`src/hw/rtl/mfv_pkg.sv`:
```
// Package with the phase codes, status codes, register indexes and type classes of the frame validator.
`timescale 1ns / 1ps

package mfv_pkg;

   localparam int unsigned MagicBytes = 4;
   localparam int unsigned LenOffset  = 6;
   localparam int unsigned HdrBytes   = 14;

   localparam int unsigned IdxWidth   = 33;
   localparam int unsigned PhaseWidth = 4;

   localparam logic [PhaseWidth-1:0] PH_IDLE  = 4'd0;
   localparam logic [PhaseWidth-1:0] PH_PORT  = 4'd1;
   localparam logic [PhaseWidth-1:0] PH_S1LEN = 4'd2;
   localparam logic [PhaseWidth-1:0] PH_S1DAT = 4'd3;
   localparam logic [PhaseWidth-1:0] PH_S2LEN = 4'd4;
   localparam logic [PhaseWidth-1:0] PH_S2DAT = 4'd5;
   localparam logic [PhaseWidth-1:0] PH_COUNT = 4'd6;
   localparam logic [PhaseWidth-1:0] PH_SLEN  = 4'd7;
   localparam logic [PhaseWidth-1:0] PH_SDAT  = 4'd8;
   localparam logic [PhaseWidth-1:0] PH_SIZE  = 4'd9;
   localparam logic [PhaseWidth-1:0] PH_DONE  = 4'd10;

   localparam logic [2:0] ST_OK        = 3'd0;
   localparam logic [2:0] ST_SHORT     = 3'd1;
   localparam logic [2:0] ST_MAGIC     = 3'd2;
   localparam logic [2:0] ST_VERSION   = 3'd3;
   localparam logic [2:0] ST_LENGTH    = 3'd4;
   localparam logic [2:0] ST_MALFORMED = 3'd5;

   localparam logic [2:0] REG_MAGIC     = 3'd0;
   localparam logic [2:0] REG_VERSION   = 3'd1;
   localparam logic [2:0] REG_HELLO     = 3'd2;
   localparam logic [2:0] REG_HELLO_ACK = 3'd3;
   localparam logic [2:0] REG_FILE_LIST = 3'd4;
   localparam logic [2:0] REG_FILE_INFO = 3'd5;

   localparam logic [31:0] MagicReset     = 32'd0;
   localparam logic [7:0]  VersionReset   = 8'd0;
   localparam logic [7:0]  HelloReset     = 8'd0;
   localparam logic [7:0]  HelloAckReset  = 8'd1;
   localparam logic [7:0]  FileListReset  = 8'd2;
   localparam logic [7:0]  FileInfoReset  = 8'd3;

   typedef enum logic [1:0] {
      CL_HELLO = 2'd0,
      CL_LIST  = 2'd1,
      CL_INFO  = 2'd2,
      CL_OTHER = 2'd3
   } msg_class_type;

   // Hello and hello-ack both map to the hello class, which wins over file list, then file info.
   function automatic msg_class_type class_of(
      input logic [7:0] msg_type,
      input logic [7:0] hello,
      input logic [7:0] hello_ack,
      input logic [7:0] file_list,
      input logic [7:0] file_info
   );
      msg_class_type cls;
      if (msg_type == hello || msg_type == hello_ack) begin
         cls = CL_HELLO;
      end else if (msg_type == file_list) begin
         cls = CL_LIST;
      end else if (msg_type == file_info) begin
         cls = CL_INFO;
      end else begin
         cls = CL_OTHER;
      end
      return cls;
   endfunction

endpackage

```
`src/hw/rtl/message_frame_validator_unit.sv`:
```
// Streaming frame validator: header and body checks on one byte per transfer, one result per frame.
//
// The unit takes one frame byte per cycle and stalls no byte of a frame but its last: each byte only
// updates counters, a 64-bit field shifter and the header registers, and the last byte of a frame
// loads the result register in the same cycle. A result waits in that register until it is
// transferred; further bytes of the next frame are still taken meanwhile, and only a last byte
// stalls while the previous result has not yet left. Configuration registers should be written
// between frames.
`timescale 1ns / 1ps

module message_frame_validator_unit
   import mfv_pkg::*;
(
   input  logic        clock,
   input  logic        reset,

   input  logic        csr_write,
   input  logic [2:0]  csr_index,
   input  logic [31:0] csr_data,

   input  logic        req_valid,
   output logic        req_stall,
   input  logic [7:0]  req_data_byte,
   input  logic        req_last_byte,

   output logic        rsp_valid,
   input  logic        rsp_stall,
   output logic [2:0]  rsp_status,
   output logic [7:0]  rsp_msg_type,
   output logic [31:0] rsp_seq_number,
   output logic [31:0] rsp_body_length,
   output logic [15:0] rsp_peer_port,
   output logic [31:0] rsp_entry_count,
   output logic [63:0] rsp_file_size
);

   logic [31:0] magic_word_ff;
   logic [7:0]  version_code_ff;
   logic [7:0]  hello_code_ff;
   logic [7:0]  hello_ack_code_ff;
   logic [7:0]  file_list_code_ff;
   logic [7:0]  file_info_code_ff;

   logic [IdxWidth-1:0]   byte_index_ff,       byte_index_in;
   logic                  magic_ok_ff,         magic_ok_in;
   logic                  version_ok_ff,       version_ok_in;
   logic [7:0]            header_type_ff,      header_type_in;
   logic [31:0]           header_length_ff,    header_length_in;
   logic [31:0]           header_seq_ff,       header_seq_in;
   logic [PhaseWidth-1:0] body_phase_ff,       body_phase_in;
   logic [63:0]           field_shift_ff,      field_shift_in;
   logic [15:0]           field_bytes_left_ff, field_bytes_left_in;
   logic [31:0]           entries_left_ff,     entries_left_in;
   logic                  body_overrun_ff,     body_overrun_in;
   logic [15:0]           cap_port_ff,         cap_port_in;
   logic [31:0]           cap_count_ff,        cap_count_in;
   logic [63:0]           cap_size_ff,         cap_size_in;

   logic        rsp_valid_ff,       rsp_valid_in;
   logic [2:0]  rsp_status_ff,      rsp_status_in;
   logic [7:0]  rsp_msg_type_ff,    rsp_msg_type_in;
   logic [31:0] rsp_seq_number_ff,  rsp_seq_number_in;
   logic [31:0] rsp_body_length_ff, rsp_body_length_in;
   logic [15:0] rsp_peer_port_ff,   rsp_peer_port_in;
   logic [31:0] rsp_entry_count_ff, rsp_entry_count_in;
   logic [63:0] rsp_file_size_ff,   rsp_file_size_in;

   logic                  req_fire;
   logic                  rsp_fire;
   logic [7:0]            magic_byte;
   logic [PhaseWidth-1:0] phase_w;
   logic [15:0]           left_w;
   logic [15:0]           left_dec;
   logic [63:0]           shift_next;
   logic [31:0]           entries_dec;
   logic [IdxWidth-1:0]   length_end;
   logic [2:0]            status_w;
   msg_class_type         cls_body;
   msg_class_type         cls_end;

   assign req_stall = rsp_valid_ff && rsp_stall && req_last_byte;
   assign req_fire  = req_valid && !req_stall;
   assign rsp_fire  = rsp_valid_ff && !rsp_stall;

   always_ff @(posedge clock) begin
      if (reset) begin
         magic_word_ff     <= MagicReset;
         version_code_ff   <= VersionReset;
         hello_code_ff     <= HelloReset;
         hello_ack_code_ff <= HelloAckReset;
         file_list_code_ff <= FileListReset;
         file_info_code_ff <= FileInfoReset;
      end else if (csr_write) begin
         unique case (csr_index)
            REG_MAGIC:     magic_word_ff     <= csr_data;
            REG_VERSION:   version_code_ff   <= csr_data[7:0];
            REG_HELLO:     hello_code_ff     <= csr_data[7:0];
            REG_HELLO_ACK: hello_ack_code_ff <= csr_data[7:0];
            REG_FILE_LIST: file_list_code_ff <= csr_data[7:0];
            REG_FILE_INFO: file_info_code_ff <= csr_data[7:0];
            default: ;
         endcase
      end
   end

   always_comb begin
      unique case (byte_index_ff[1:0])
         2'd0:    magic_byte = magic_word_ff[31:24];
         2'd1:    magic_byte = magic_word_ff[23:16];
         2'd2:    magic_byte = magic_word_ff[15:8];
         default: magic_byte = magic_word_ff[7:0];
      endcase
   end

   assign cls_body = class_of(header_type_ff, hello_code_ff, hello_ack_code_ff,
                              file_list_code_ff, file_info_code_ff);
   assign cls_end  = class_of(header_type_in, hello_code_ff, hello_ack_code_ff,
                              file_list_code_ff, file_info_code_ff);

   // The first body byte opens the first field of the body for the message class.
   always_comb begin
      phase_w = body_phase_ff;
      left_w  = field_bytes_left_ff;
      if (body_phase_ff == PH_IDLE) begin
         unique case (cls_body)
            CL_HELLO: begin
               phase_w = PH_PORT;
               left_w  = 16'd2;
            end
            CL_LIST: begin
               phase_w = PH_COUNT;
               left_w  = 16'd4;
            end
            default: begin
               phase_w = PH_SLEN;
               left_w  = 16'd2;
            end
         endcase
      end
   end

   assign shift_next  = (body_phase_ff == PH_IDLE) ? {56'd0, req_data_byte}
                                                   : {field_shift_ff[55:0], req_data_byte};
   assign left_dec    = left_w - 16'(left_w != 16'd0);
   assign entries_dec = entries_left_ff - 32'(entries_left_ff != 32'd0);

   always_comb begin
      byte_index_in       = byte_index_ff;
      magic_ok_in         = magic_ok_ff;
      version_ok_in       = version_ok_ff;
      header_type_in      = header_type_ff;
      header_length_in    = header_length_ff;
      header_seq_in       = header_seq_ff;
      body_phase_in       = body_phase_ff;
      field_shift_in      = field_shift_ff;
      field_bytes_left_in = field_bytes_left_ff;
      entries_left_in     = entries_left_ff;
      body_overrun_in     = body_overrun_ff;
      cap_port_in         = cap_port_ff;
      cap_count_in        = cap_count_ff;
      cap_size_in         = cap_size_ff;

      if (req_fire) begin
         if (byte_index_ff < IdxWidth'(MagicBytes)) begin
            magic_ok_in = magic_ok_ff && (magic_byte == req_data_byte);
         end else if (byte_index_ff == IdxWidth'(MagicBytes)) begin
            version_ok_in = version_ok_ff && (req_data_byte == version_code_ff);
         end else if (byte_index_ff == IdxWidth'(MagicBytes + 1)) begin
            header_type_in = req_data_byte;
         end else if (byte_index_ff < IdxWidth'(LenOffset + 4)) begin
            header_length_in = {header_length_ff[23:0], req_data_byte};
         end else if (byte_index_ff < IdxWidth'(HdrBytes)) begin
            header_seq_in = {header_seq_ff[23:0], req_data_byte};
         end else begin
            unique case (phase_w)
               PH_PORT, PH_S1LEN, PH_S2LEN, PH_COUNT, PH_SLEN, PH_SIZE: begin
                  body_phase_in       = phase_w;
                  field_shift_in      = shift_next;
                  field_bytes_left_in = left_dec;
                  if (left_dec == 16'd0) begin
                     field_shift_in = 64'd0;
                     unique case (phase_w)
                        PH_PORT: begin
                           cap_port_in         = shift_next[15:0];
                           body_phase_in       = PH_S1LEN;
                           field_bytes_left_in = 16'd2;
                        end
                        PH_S1LEN, PH_S2LEN, PH_SLEN: begin
                           if (shift_next[15:0] != 16'd0) begin
                              field_shift_in      = shift_next;
                              field_bytes_left_in = shift_next[15:0];
                              body_phase_in       = phase_w + 4'd1;
                           end else if (phase_w == PH_S1LEN) begin
                              body_phase_in       = PH_S2LEN;
                              field_bytes_left_in = 16'd2;
                           end else if (phase_w == PH_S2LEN) begin
                              field_shift_in = shift_next;
                              body_phase_in  = PH_DONE;
                           end else if (cls_body == CL_LIST || cls_body == CL_INFO) begin
                              body_phase_in       = PH_SIZE;
                              field_bytes_left_in = 16'd8;
                           end else begin
                              field_shift_in = shift_next;
                              body_phase_in  = PH_DONE;
                           end
                        end
                        PH_COUNT: begin
                           cap_count_in    = shift_next[31:0];
                           entries_left_in = shift_next[31:0];
                           if (shift_next[31:0] == 32'd0) begin
                              field_shift_in = shift_next;
                              body_phase_in  = PH_DONE;
                           end else begin
                              body_phase_in       = PH_SLEN;
                              field_bytes_left_in = 16'd2;
                           end
                        end
                        default: begin
                           cap_size_in = shift_next;
                           if (cls_body == CL_LIST && entries_dec != 32'd0) begin
                              entries_left_in     = entries_dec;
                              body_phase_in       = PH_SLEN;
                              field_bytes_left_in = 16'd2;
                           end else begin
                              if (cls_body == CL_LIST) begin
                                 entries_left_in = entries_dec;
                              end
                              field_shift_in = shift_next;
                              body_phase_in  = PH_DONE;
                           end
                        end
                     endcase
                  end
               end
               PH_S1DAT, PH_S2DAT, PH_SDAT: begin
                  field_bytes_left_in = left_dec;
                  if (left_dec == 16'd0) begin
                     if (phase_w == PH_S1DAT) begin
                        body_phase_in       = PH_S2LEN;
                        field_bytes_left_in = 16'd2;
                        field_shift_in      = 64'd0;
                     end else if (phase_w == PH_S2DAT) begin
                        body_phase_in = PH_DONE;
                     end else if (cls_body == CL_LIST || cls_body == CL_INFO) begin
                        body_phase_in       = PH_SIZE;
                        field_bytes_left_in = 16'd8;
                        field_shift_in      = 64'd0;
                     end else begin
                        body_phase_in = PH_DONE;
                     end
                  end
               end
               default: begin
                  body_overrun_in = 1'b1;
               end
            endcase
         end

         if (byte_index_ff != {IdxWidth{1'b1}}) begin
            byte_index_in = byte_index_ff + IdxWidth'(1);
         end
      end
   end

   // The length check expects the frame's last byte index to equal 13 plus the declared body length.
   assign length_end = IdxWidth'(header_length_in) + IdxWidth'(HdrBytes - 1);

   always_comb begin
      if (byte_index_ff < IdxWidth'(HdrBytes - 1)) begin
         status_w = ST_SHORT;
      end else if (!magic_ok_in) begin
         status_w = ST_MAGIC;
      end else if (!version_ok_in) begin
         status_w = ST_VERSION;
      end else if (byte_index_ff != length_end) begin
         status_w = ST_LENGTH;
      end else if (body_phase_in != PH_DONE || body_overrun_in) begin
         status_w = ST_MALFORMED;
      end else begin
         status_w = ST_OK;
      end
   end

   always_comb begin
      rsp_valid_in       = rsp_valid_ff && !rsp_fire;
      rsp_status_in      = rsp_status_ff;
      rsp_msg_type_in    = rsp_msg_type_ff;
      rsp_seq_number_in  = rsp_seq_number_ff;
      rsp_body_length_in = rsp_body_length_ff;
      rsp_peer_port_in   = rsp_peer_port_ff;
      rsp_entry_count_in = rsp_entry_count_ff;
      rsp_file_size_in   = rsp_file_size_ff;
      if (req_fire && req_last_byte) begin
         rsp_valid_in       = 1'b1;
         rsp_status_in      = status_w;
         rsp_msg_type_in    = (status_w != ST_SHORT) ? header_type_in : 8'd0;
         rsp_seq_number_in  = (status_w != ST_SHORT) ? header_seq_in : 32'd0;
         rsp_body_length_in = (status_w != ST_SHORT) ? header_length_in : 32'd0;
         rsp_peer_port_in   = (status_w == ST_OK && cls_end == CL_HELLO) ? cap_port_in : 16'd0;
         rsp_entry_count_in = (status_w == ST_OK && cls_end == CL_LIST) ? cap_count_in : 32'd0;
         rsp_file_size_in   = (status_w == ST_OK && (cls_end == CL_LIST || cls_end == CL_INFO))
                              ? cap_size_in : 64'd0;
      end
   end

   always_ff @(posedge clock) begin
      if (reset || (req_fire && req_last_byte)) begin
         byte_index_ff       <= '0;
         magic_ok_ff         <= 1'b1;
         version_ok_ff       <= 1'b1;
         header_type_ff      <= '0;
         header_length_ff    <= '0;
         header_seq_ff       <= '0;
         body_phase_ff       <= PH_IDLE;
         field_shift_ff      <= '0;
         field_bytes_left_ff <= '0;
         entries_left_ff     <= '0;
         body_overrun_ff     <= 1'b0;
         cap_port_ff         <= '0;
         cap_count_ff        <= '0;
         cap_size_ff         <= '0;
      end else begin
         byte_index_ff       <= byte_index_in;
         magic_ok_ff         <= magic_ok_in;
         version_ok_ff       <= version_ok_in;
         header_type_ff      <= header_type_in;
         header_length_ff    <= header_length_in;
         header_seq_ff       <= header_seq_in;
         body_phase_ff       <= body_phase_in;
         field_shift_ff      <= field_shift_in;
         field_bytes_left_ff <= field_bytes_left_in;
         entries_left_ff     <= entries_left_in;
         body_overrun_ff     <= body_overrun_in;
         cap_port_ff         <= cap_port_in;
         cap_count_ff        <= cap_count_in;
         cap_size_ff         <= cap_size_in;
      end
   end

   always_ff @(posedge clock) begin
      if (reset) begin
         rsp_valid_ff <= 1'b0;
      end else begin
         rsp_valid_ff <= rsp_valid_in;
      end
   end

   always_ff @(posedge clock) begin
      rsp_status_ff      <= rsp_status_in;
      rsp_msg_type_ff    <= rsp_msg_type_in;
      rsp_seq_number_ff  <= rsp_seq_number_in;
      rsp_body_length_ff <= rsp_body_length_in;
      rsp_peer_port_ff   <= rsp_peer_port_in;
      rsp_entry_count_ff <= rsp_entry_count_in;
      rsp_file_size_ff   <= rsp_file_size_in;
   end

   assign rsp_valid       = rsp_valid_ff;
   assign rsp_status      = rsp_status_ff;
   assign rsp_msg_type    = rsp_msg_type_ff;
   assign rsp_seq_number  = rsp_seq_number_ff;
   assign rsp_body_length = rsp_body_length_ff;
   assign rsp_peer_port   = rsp_peer_port_ff;
   assign rsp_entry_count = rsp_entry_count_ff;
   assign rsp_file_size   = rsp_file_size_ff;

endmodule
```
`config.mk`:
```
export PLATFORM = sky130hd
export DESIGN_NAME = message_frame_validator_unit
export DESIGN_NICKNAME = d
export VERILOG_FILES = /design/src/hw/rtl/mfv_pkg.sv /design/src/hw/rtl/message_frame_validator_unit.sv
export SDC_FILE = /design/constraint.sdc
export NUM_CORES = 1
export LEC_CHECK = 0
export BUFFER_PORTS_ARGS = -buffer_cell sky130_fd_sc_hd__buf_2
export CAP_MARGIN = 20
export CORE_UTILIZATION = 35
export CTS_CLUSTER_DIAMETER = 80
export CTS_CLUSTER_SIZE = 8
export DETAILED_ROUTE_END_ITERATION = 8
export PLACE_DENSITY_LB_ADDON = 0.05
export SYNTH_ARGS = -nofsm -noshare
export SYNTH_HDL_FRONTEND = slang
export SYNTH_SLANG_ARGS = --single-unit
export TNS_END_PERCENT = 5
```
`constraint.sdc`:
```
create_clock -name clock -period 13.2 [get_ports clock]
set_clock_uncertainty 0.05 [all_clocks]
set_input_delay 1.32 -clock clock [delete_from_list [all_inputs] [get_ports clock]]
set_output_delay 1.32 -clock clock [all_outputs]
set_load 0.01 [all_outputs]
```
Yosys cells after proc, flatten, opt, wreduce, memory -nomap -nowiden
Cells that the tools add are included.
Cells by class
  shift operators: 0
  add/sub/neg operators: 5
  eq/ne operators: 39
  reduce and logical (&&, ||, !) cells: 51
  multiply operators: 0
  divide/modulo/power cells: 0
  bitwise gates (word level): 6
  order comparisons: 4
  multiplexer cells: 118
Operator list (count)
  $mux W32: 22
  $mux W64: 10
  $mux W56: 11
  $mux W16: 20
  $pmux W56 S3: 1
  $pmux W56 S2: 1
  $lt A33 B4 Y1 const B: 3
  $eq A8 B8 Y1: 10
  $eq A33 B3 Y1 const B: 2
  $pmux W32 S2: 1
  $reduce_bool A32 Y1: 2
  $mux W4: 15
  $pmux W16 S3: 1
  $add A32 B4 Y33 const B: 1
  $add A33 B1 Y33 const B: 1
  $lt A33 B3 Y1 const B: 1
  $ne A33 B33 Y1: 1
  $ne A33 B33 Y1 const B: 1
  $logic_not A32 Y1: 1
  $mux W8: 4
  $pmux W16 S2: 1
  $reduce_bool A16 Y1: 2
  $sub A32 B1 Y32: 1
  $pmux W8 S3: 1
  39 further kinds: 109
Word-level totals
  memories kept: 0
  bits of input ports: 49
  memory bits (writable): 0
  register bits: 588
  bits in latches: 0
  output and inout bits: 189
  ROM bits: 0

Depth between registers and ports, before layout
  depth after elaboration: 29
  gate-level depth with buffers: 27
  mapped depth without buffers: 23

Worst setup path after synthesis
Ideal clock, no wire load.
  path type: in2reg
  from: in req_valid
  to: reg cap_count_ff[15]
  data required time: 13022 ps
  stages on the path: 7
  buffers on the path: 3
  setup slack: 815 ps
  library setup time: 128 ps
  arrival time: 12207 ps
  cells stage by stage: nand2_1 > a21oi_1 > or2_2 > clkbuf_1 > clkbuf_1 > clkbuf_1 > nor2_1
Between the ends
  cells in the longest elaborated chain, start to end: 3
  elaborated cells between the ends (all ways): 4
  classes of those cells: mux (1); reduce/logical (3)
Ends and longest elaborated chain
  from (decl): RTL line message_frame_validator_unit.sv:21  | input logic req_valid,
  $logic_and A1 B1 Y1 *: RTL line message_frame_validator_unit.sv:82  | assign req_fire = req_valid && !req_stall;
  $logic_and A1 B1 Y1: RTL line message_frame_validator_unit.sv:307  | if (reset || (req_fire && req_last_byte)) begin
  $logic_or A1 B1 Y1: RTL line message_frame_validator_unit.sv:307
  to (signal assigned): RTL line message_frame_validator_unit.sv:335  | cap_count_ff <= cap_count_in;
  to (decl): RTL line message_frame_validator_unit.sv:56  | logic [31:0] cap_count_ff, cap_count_in;
Mark *: on every way between the ends. The rest lies on a longest branch, timed or not.
A chain may end at the register's enable or synchronous reset.

Worst setup path after layout
  from: reg byte_index_ff[4]
  to: reg rsp_file_size_ff[27], in the netlist rsp_file_size[27], data pin
Between the ends
  elaborated cells between the ends (all ways): 60
  classes of those cells: add/sub (1); order compare (4); eq/ne (10); mux (40); reduce/logical (5)
RTL lines
  from (decl): RTL line message_frame_validator_unit.sv:44  | logic [IdxWidth-1:0] byte_index_ff, byte_index_in;
  from (signal assigned): RTL line message_frame_validator_unit.sv:323  | byte_index_ff <= byte_index_in;
  $lt A33 B4 Y1: RTL line message_frame_validator_unit.sv:170  | end else if (byte_index_ff < IdxWidth'(LenOffset + 4)) begin
  $mux W32: RTL line message_frame_validator_unit.sv:170
  $mux W32: RTL line message_frame_validator_unit.sv:168  | end else if (byte_index_ff == IdxWidth'(MagicBytes + 1)) begin
  $mux W32: RTL line message_frame_validator_unit.sv:166  | end else if (byte_index_ff == IdxWidth'(MagicBytes)) begin
  $mux W32 *: RTL line message_frame_validator_unit.sv:164  | if (byte_index_ff < IdxWidth'(MagicBytes)) begin
  $mux W32 *: RTL line message_frame_validator_unit.sv:163  | if (req_fire) begin
  net header_length_in[0]: RTL line message_frame_validator_unit.sv:48  | logic [31:0] header_length_ff, header_length_in;
  $add A32 B4 Y33 *: RTL line message_frame_validator_unit.sv:266  | assign length_end = IdxWidth'(header_length_in) + IdxWidth'(HdrBytes - 1);
  $ne A33 B33 Y1 *: RTL line message_frame_validator_unit.sv:275  | end else if (byte_index_ff != length_end) begin
  $mux W3 *: RTL line message_frame_validator_unit.sv:275
  $mux W3 *: RTL line message_frame_validator_unit.sv:273  | end else if (!version_ok_in) begin
  $mux W3 *: RTL line message_frame_validator_unit.sv:271  | end else if (!magic_ok_in) begin
  $mux W3 *: RTL line message_frame_validator_unit.sv:269  | if (byte_index_ff < IdxWidth'(HdrBytes - 1)) begin
  $logic_not A3 Y1 *: RTL line message_frame_validator_unit.sv:301  | rsp_file_size_in = (status_w == ST_OK && (cls_end == CL_LIST || cls_end == CL_INFO))
  $logic_and A1 B1 Y1 *: RTL line message_frame_validator_unit.sv:301
  to (signal assigned): RTL line message_frame_validator_unit.sv:355  | rsp_file_size_ff <= rsp_file_size_in;
  to (decl): RTL line message_frame_validator_unit.sv:66  | logic [63:0] rsp_file_size_ff, rsp_file_size_in;
The timed path passes the listed nets; every way through them passes the cells marked *.

==> results.yml <==
final_layout:
  area_delta_synth_final_pct: 16.6
  fin_nets: 3193
  drive_gt1_frac: 0.148
  layout.cells.non_filler: 4161
  register_area_sq_um: 13600
  antennaDiodeCount: 0
  nFillCells: 7614
  multi_input_area_sq_um: 12200
  fin_area_sq_um: 31300
sta:
  final_max_slew_viol_count: 0
  hold_viol: 0
  finalSetupViolCount: 0
  rsz0062_at_grt: "no"
  fin_tns_setup_ns: 0
  finalCritPeriodShare: 0.505
  worstMarginPinSlew_ns: 1.05
  fmax_mhz: 150
  max_slew_margin: 0.303
  layout_min_cycle_time_ns: 6.67
global_routing:
  antenna_found_initial: 3
  grt_pass1_wl_microns: 132000
  grt_pass1_vias: 21500
  grtUsageTotal: 0.217
  grt_overflow_total: 0
  grt_max_degree: 124
die:
  start_util: 0.354
  fp.coreArea_sq_um: 75800
  die_h_microns: 279
  dieWidth_microns: 279
  row_count: 101
  io_pins: 238
  die_area_sq_um: 77700
power_and_ir_drop:
  clockPowerShare: 0.477
  power_frac_seq: 0.450
  powerDensity_nw_per_um2: 136
  intPower_w: 0.00320
  p_comb_frac: 0.073
  p_leak_nw: 11.1
  vdd_drop_max_mv: 0.0828
  power.total_w: 0.00424
  p_switching_w: 0.00105
  switching_share: 0.246
placed_design:
  place.gp.congestion: 0.880
  dp_cells: 4012
  hpwl_microns: 57200
  placement.io_buffers: 237
  placed_cell_area_sq_um: 28700
clock_tree:
  clockBufferDepth: 3
  cts_tree: "built"
  cts_buffers: 84
  clk_latency_ns: 0.63
  htree_levels: 3
  hold_buffers: 0
  cts_setup_buffers: 0
  clk_pin_slew_ns: 0.05
  root_buffer: "clkbuf_16"
  ctsResizeCount: 0
  clock_sinks: 588
logic_synthesis:
  synth_fa_ha_area_frac: 0.00933
  synthTopCellsByArea: "dfxtp_1 (30%), edfxtp_1 (21%), nor2_1 (8.0%), a21oi_1 (4.6%), mux2i_1 (4.3%)"
  postSynthCellCount: 2976
  synth.cell_area_sq_um: 26800
  synth_edf_count: 187
  synth_area_per_cell_sq_um: 9.01
  synth-async-reset-ratio: 0
  synth-seq-cells: 588
  yosys-mux-area-fraction: 0.0442
  synth_top_family_by_area: "simple AND/OR/NAND/NOR gates"
  synth_cell_types: 75
  seq_area_frac_synth: 0.509
  synth_common_cells: "nor2_1 (569), dfxtp_1 (401), nand2_1 (286)"
  synth_xor_area_frac: 0.0594
  ys.flop_type: "dfxtp_1"
  synth_compound_area_frac: 0.114
  synth_nets: 3045
  synth-simple-area-share: 0.225
  ys_warn_count: 0
  synth_top_area_frac: 0.299
  yosysMostFrequentCell: "nor2_1"
  yosysTopAreaCell: "dfxtp_1"
route:
  ant_nets: 0
  vias: 22100
  drt_iter0_markers: 1765
  routedWlPerCell_microns: 20.6
  drc: 0
  via_per_inst: 5.32
  first_pass_iters: 7
  wirelength_microns: 85500
setup_path:
  end_kind: "flop"
  cp.arrival_ns: 7.09
  worstSetupPathType: "reg -> reg"
  cp.required_ns: 13.63
  cp_cell_sequence: "nor4_1 -> nand4_2 -> nor4_2 -> buf_4 -> mux2i_1 -> inv_1 -> ha_1 -> nor3_1 -> nor4_1 -> mux2i_1 -> a211oi_2 -> a211oi_1 -> a31oi_1 -> nor4_1 -> and4_1 -> nand4b_1 -> buf_8 -> buf_4 -> nor2_2"
  critPathMaxStageDelay_ns: 0.60
  reg2regPathDepth: 19
  worstPathMaxFanout: 52
  crit_slowest_cell: "nor4_1"
  worst_path_most_repeated_cell: "nor4_1"
  critPathLaunchType: "flop"
worst_hold_path:
  worstHoldPathCells: 2
  min_path_type: "reg -> reg"
run:
  maxCapViolations: 0
run_status:
  status: "finished clean"
power groups by stage:
stage	Combinational, W	Clock, W	Sequential [W]
floorplan	0.000176	0	0.00196
global placement	0.000311	0	0.00194
detailed placement	0.000309	0	0.00195
CTS	0.000311	0.00208	0.00191
global route	0.000341	0.00216	0.00191
finish	0.000312	0.00202	0.00191
registers in the layout (all words and copies together), names as in the netlist, 16 cells and up:
signal               cells
byte_index_ff           33
field_shift_ff          56
magic_word_ff           32
rsp_seq_number          32
header_seq_ff           32
rsp_file_size           64
entries_left_ff         32
field_bytes_left_ff     16
rsp_body_length         32
cap_size_ff             64
header_length_ff        32
rsp_entry_count         32
cap_port_ff             16
rsp_peer_port           16
cap_count_ff            32
cells by family (layout without fill, tap and decap cells):
family / Yosys count / count (layout)
compound gates: 510 / 510
xor+xnor: 182 / 182
fa+ha+maj: 20 / 20
buf+inv: 255 / 462
flops: 588 / 588
mux: 118 / 118
simple gates: 1303 / 1303
through the flow:
| stage | hold WS (ns) | setup slack (ns) | util |
|---|---|---|---|
| floorplan | 0.382 | 0.815 | - |
| global placement | 0.393 | 5.75 | 0.378 |
| detailed placement | 0.396 | 5.50 | 0.379 |
| CTS | 0.404 | 5.82 | 0.411 |
| global route | 0.426 | 5.94 | 0.412 |
| finish | 0.404 | 6.53 | 0.412 |
critical path: cells and delay by family (launching register included):
| kind | cells | cell delay [ns] |
|---|---|---|
| AND/OR/NAND/NOR | 9 | 3.03 |
| flip-flops | 1 | 0.46 |
| adder cells (fa/ha/maj) | 1 | 0.25 |
| AO/OA/AOI/OAI | 3 | 0.45 |
| buffers and inverters | 4 | 1.19 |
| multiplexers | 2 | 1.02 |
placed cells by master (no fill, tap or decap), types with 6 or more instances in the layout:
master     Yosys  layout
nor2_1       569     569
dfxtp_1      401     401
nand2_1      286     285
a21oi_1      249     248
buf_2         15     237
edfxtp_1     187     187
mux2i_1      116     116
xnor2_1      107     107
o21ai_0       92      92
clkbuf_16      0      84
xor2_1        75      75
nand3_1       65      64
nor2_2        59      59
nor4_1        54      53
clkbuf_1     185      53
nand4_1       51      51
nor3_1        52      49
and3_1        47      47
buf_4          4      39
a22oi_1       37      37
inv_1         35      35
or3_1         25      24
a32oi_1       24      24
ha_1          20      20
a211oi_1      17      17
a31oi_1       15      14
o211ai_1      13      13
nor3b_1       11      10
or4_1         10       9
and2_1         9       9
a222oi_1       9       9
nand3b_1       8       8
nand2b_1       7       7
nor2b_1        7       7
nor4_2         5       6
nand4b_1       6       6
or2_2          7       6
o41ai_1        6       6
o31ai_1        6       6
o22ai_1        6       6
cell type report:
cell class,instances,share of cell area
inverters,35,0.00420
repair buffers,282,0.0517
multi-input cells,2133,0.390
well taps,978,0.0391
clock buffers,137,0.0736
clock inverters,8,0.00488
flip-flops and latches,588,0.436
metal layers:
metal | GRT usage | part of all wire | wire, microns
met5 | 0 | 0 | 0
met4 | 0.0441 | 0.013 | 1120
met3 | 0.0318 | 0.042 | 3580
met2 | 0.346 | 0.46 | 39300
met1 | 0.310 | 0.49 | 41600
final timing paths:
kind | start | slack [ns] | end
min | magic_word_ff[2] | 0.40 | magic_word_ff[2]
max reg2reg | byte_index_ff[4] | 6.53 | rsp_file_size[27]
min reg2reg | magic_word_ff[2] | 0.40 | magic_word_ff[2]
max | byte_index_ff[4] | 6.53 | rsp_file_size[27]
Note: power is estimated with default switching activity, not from simulation.
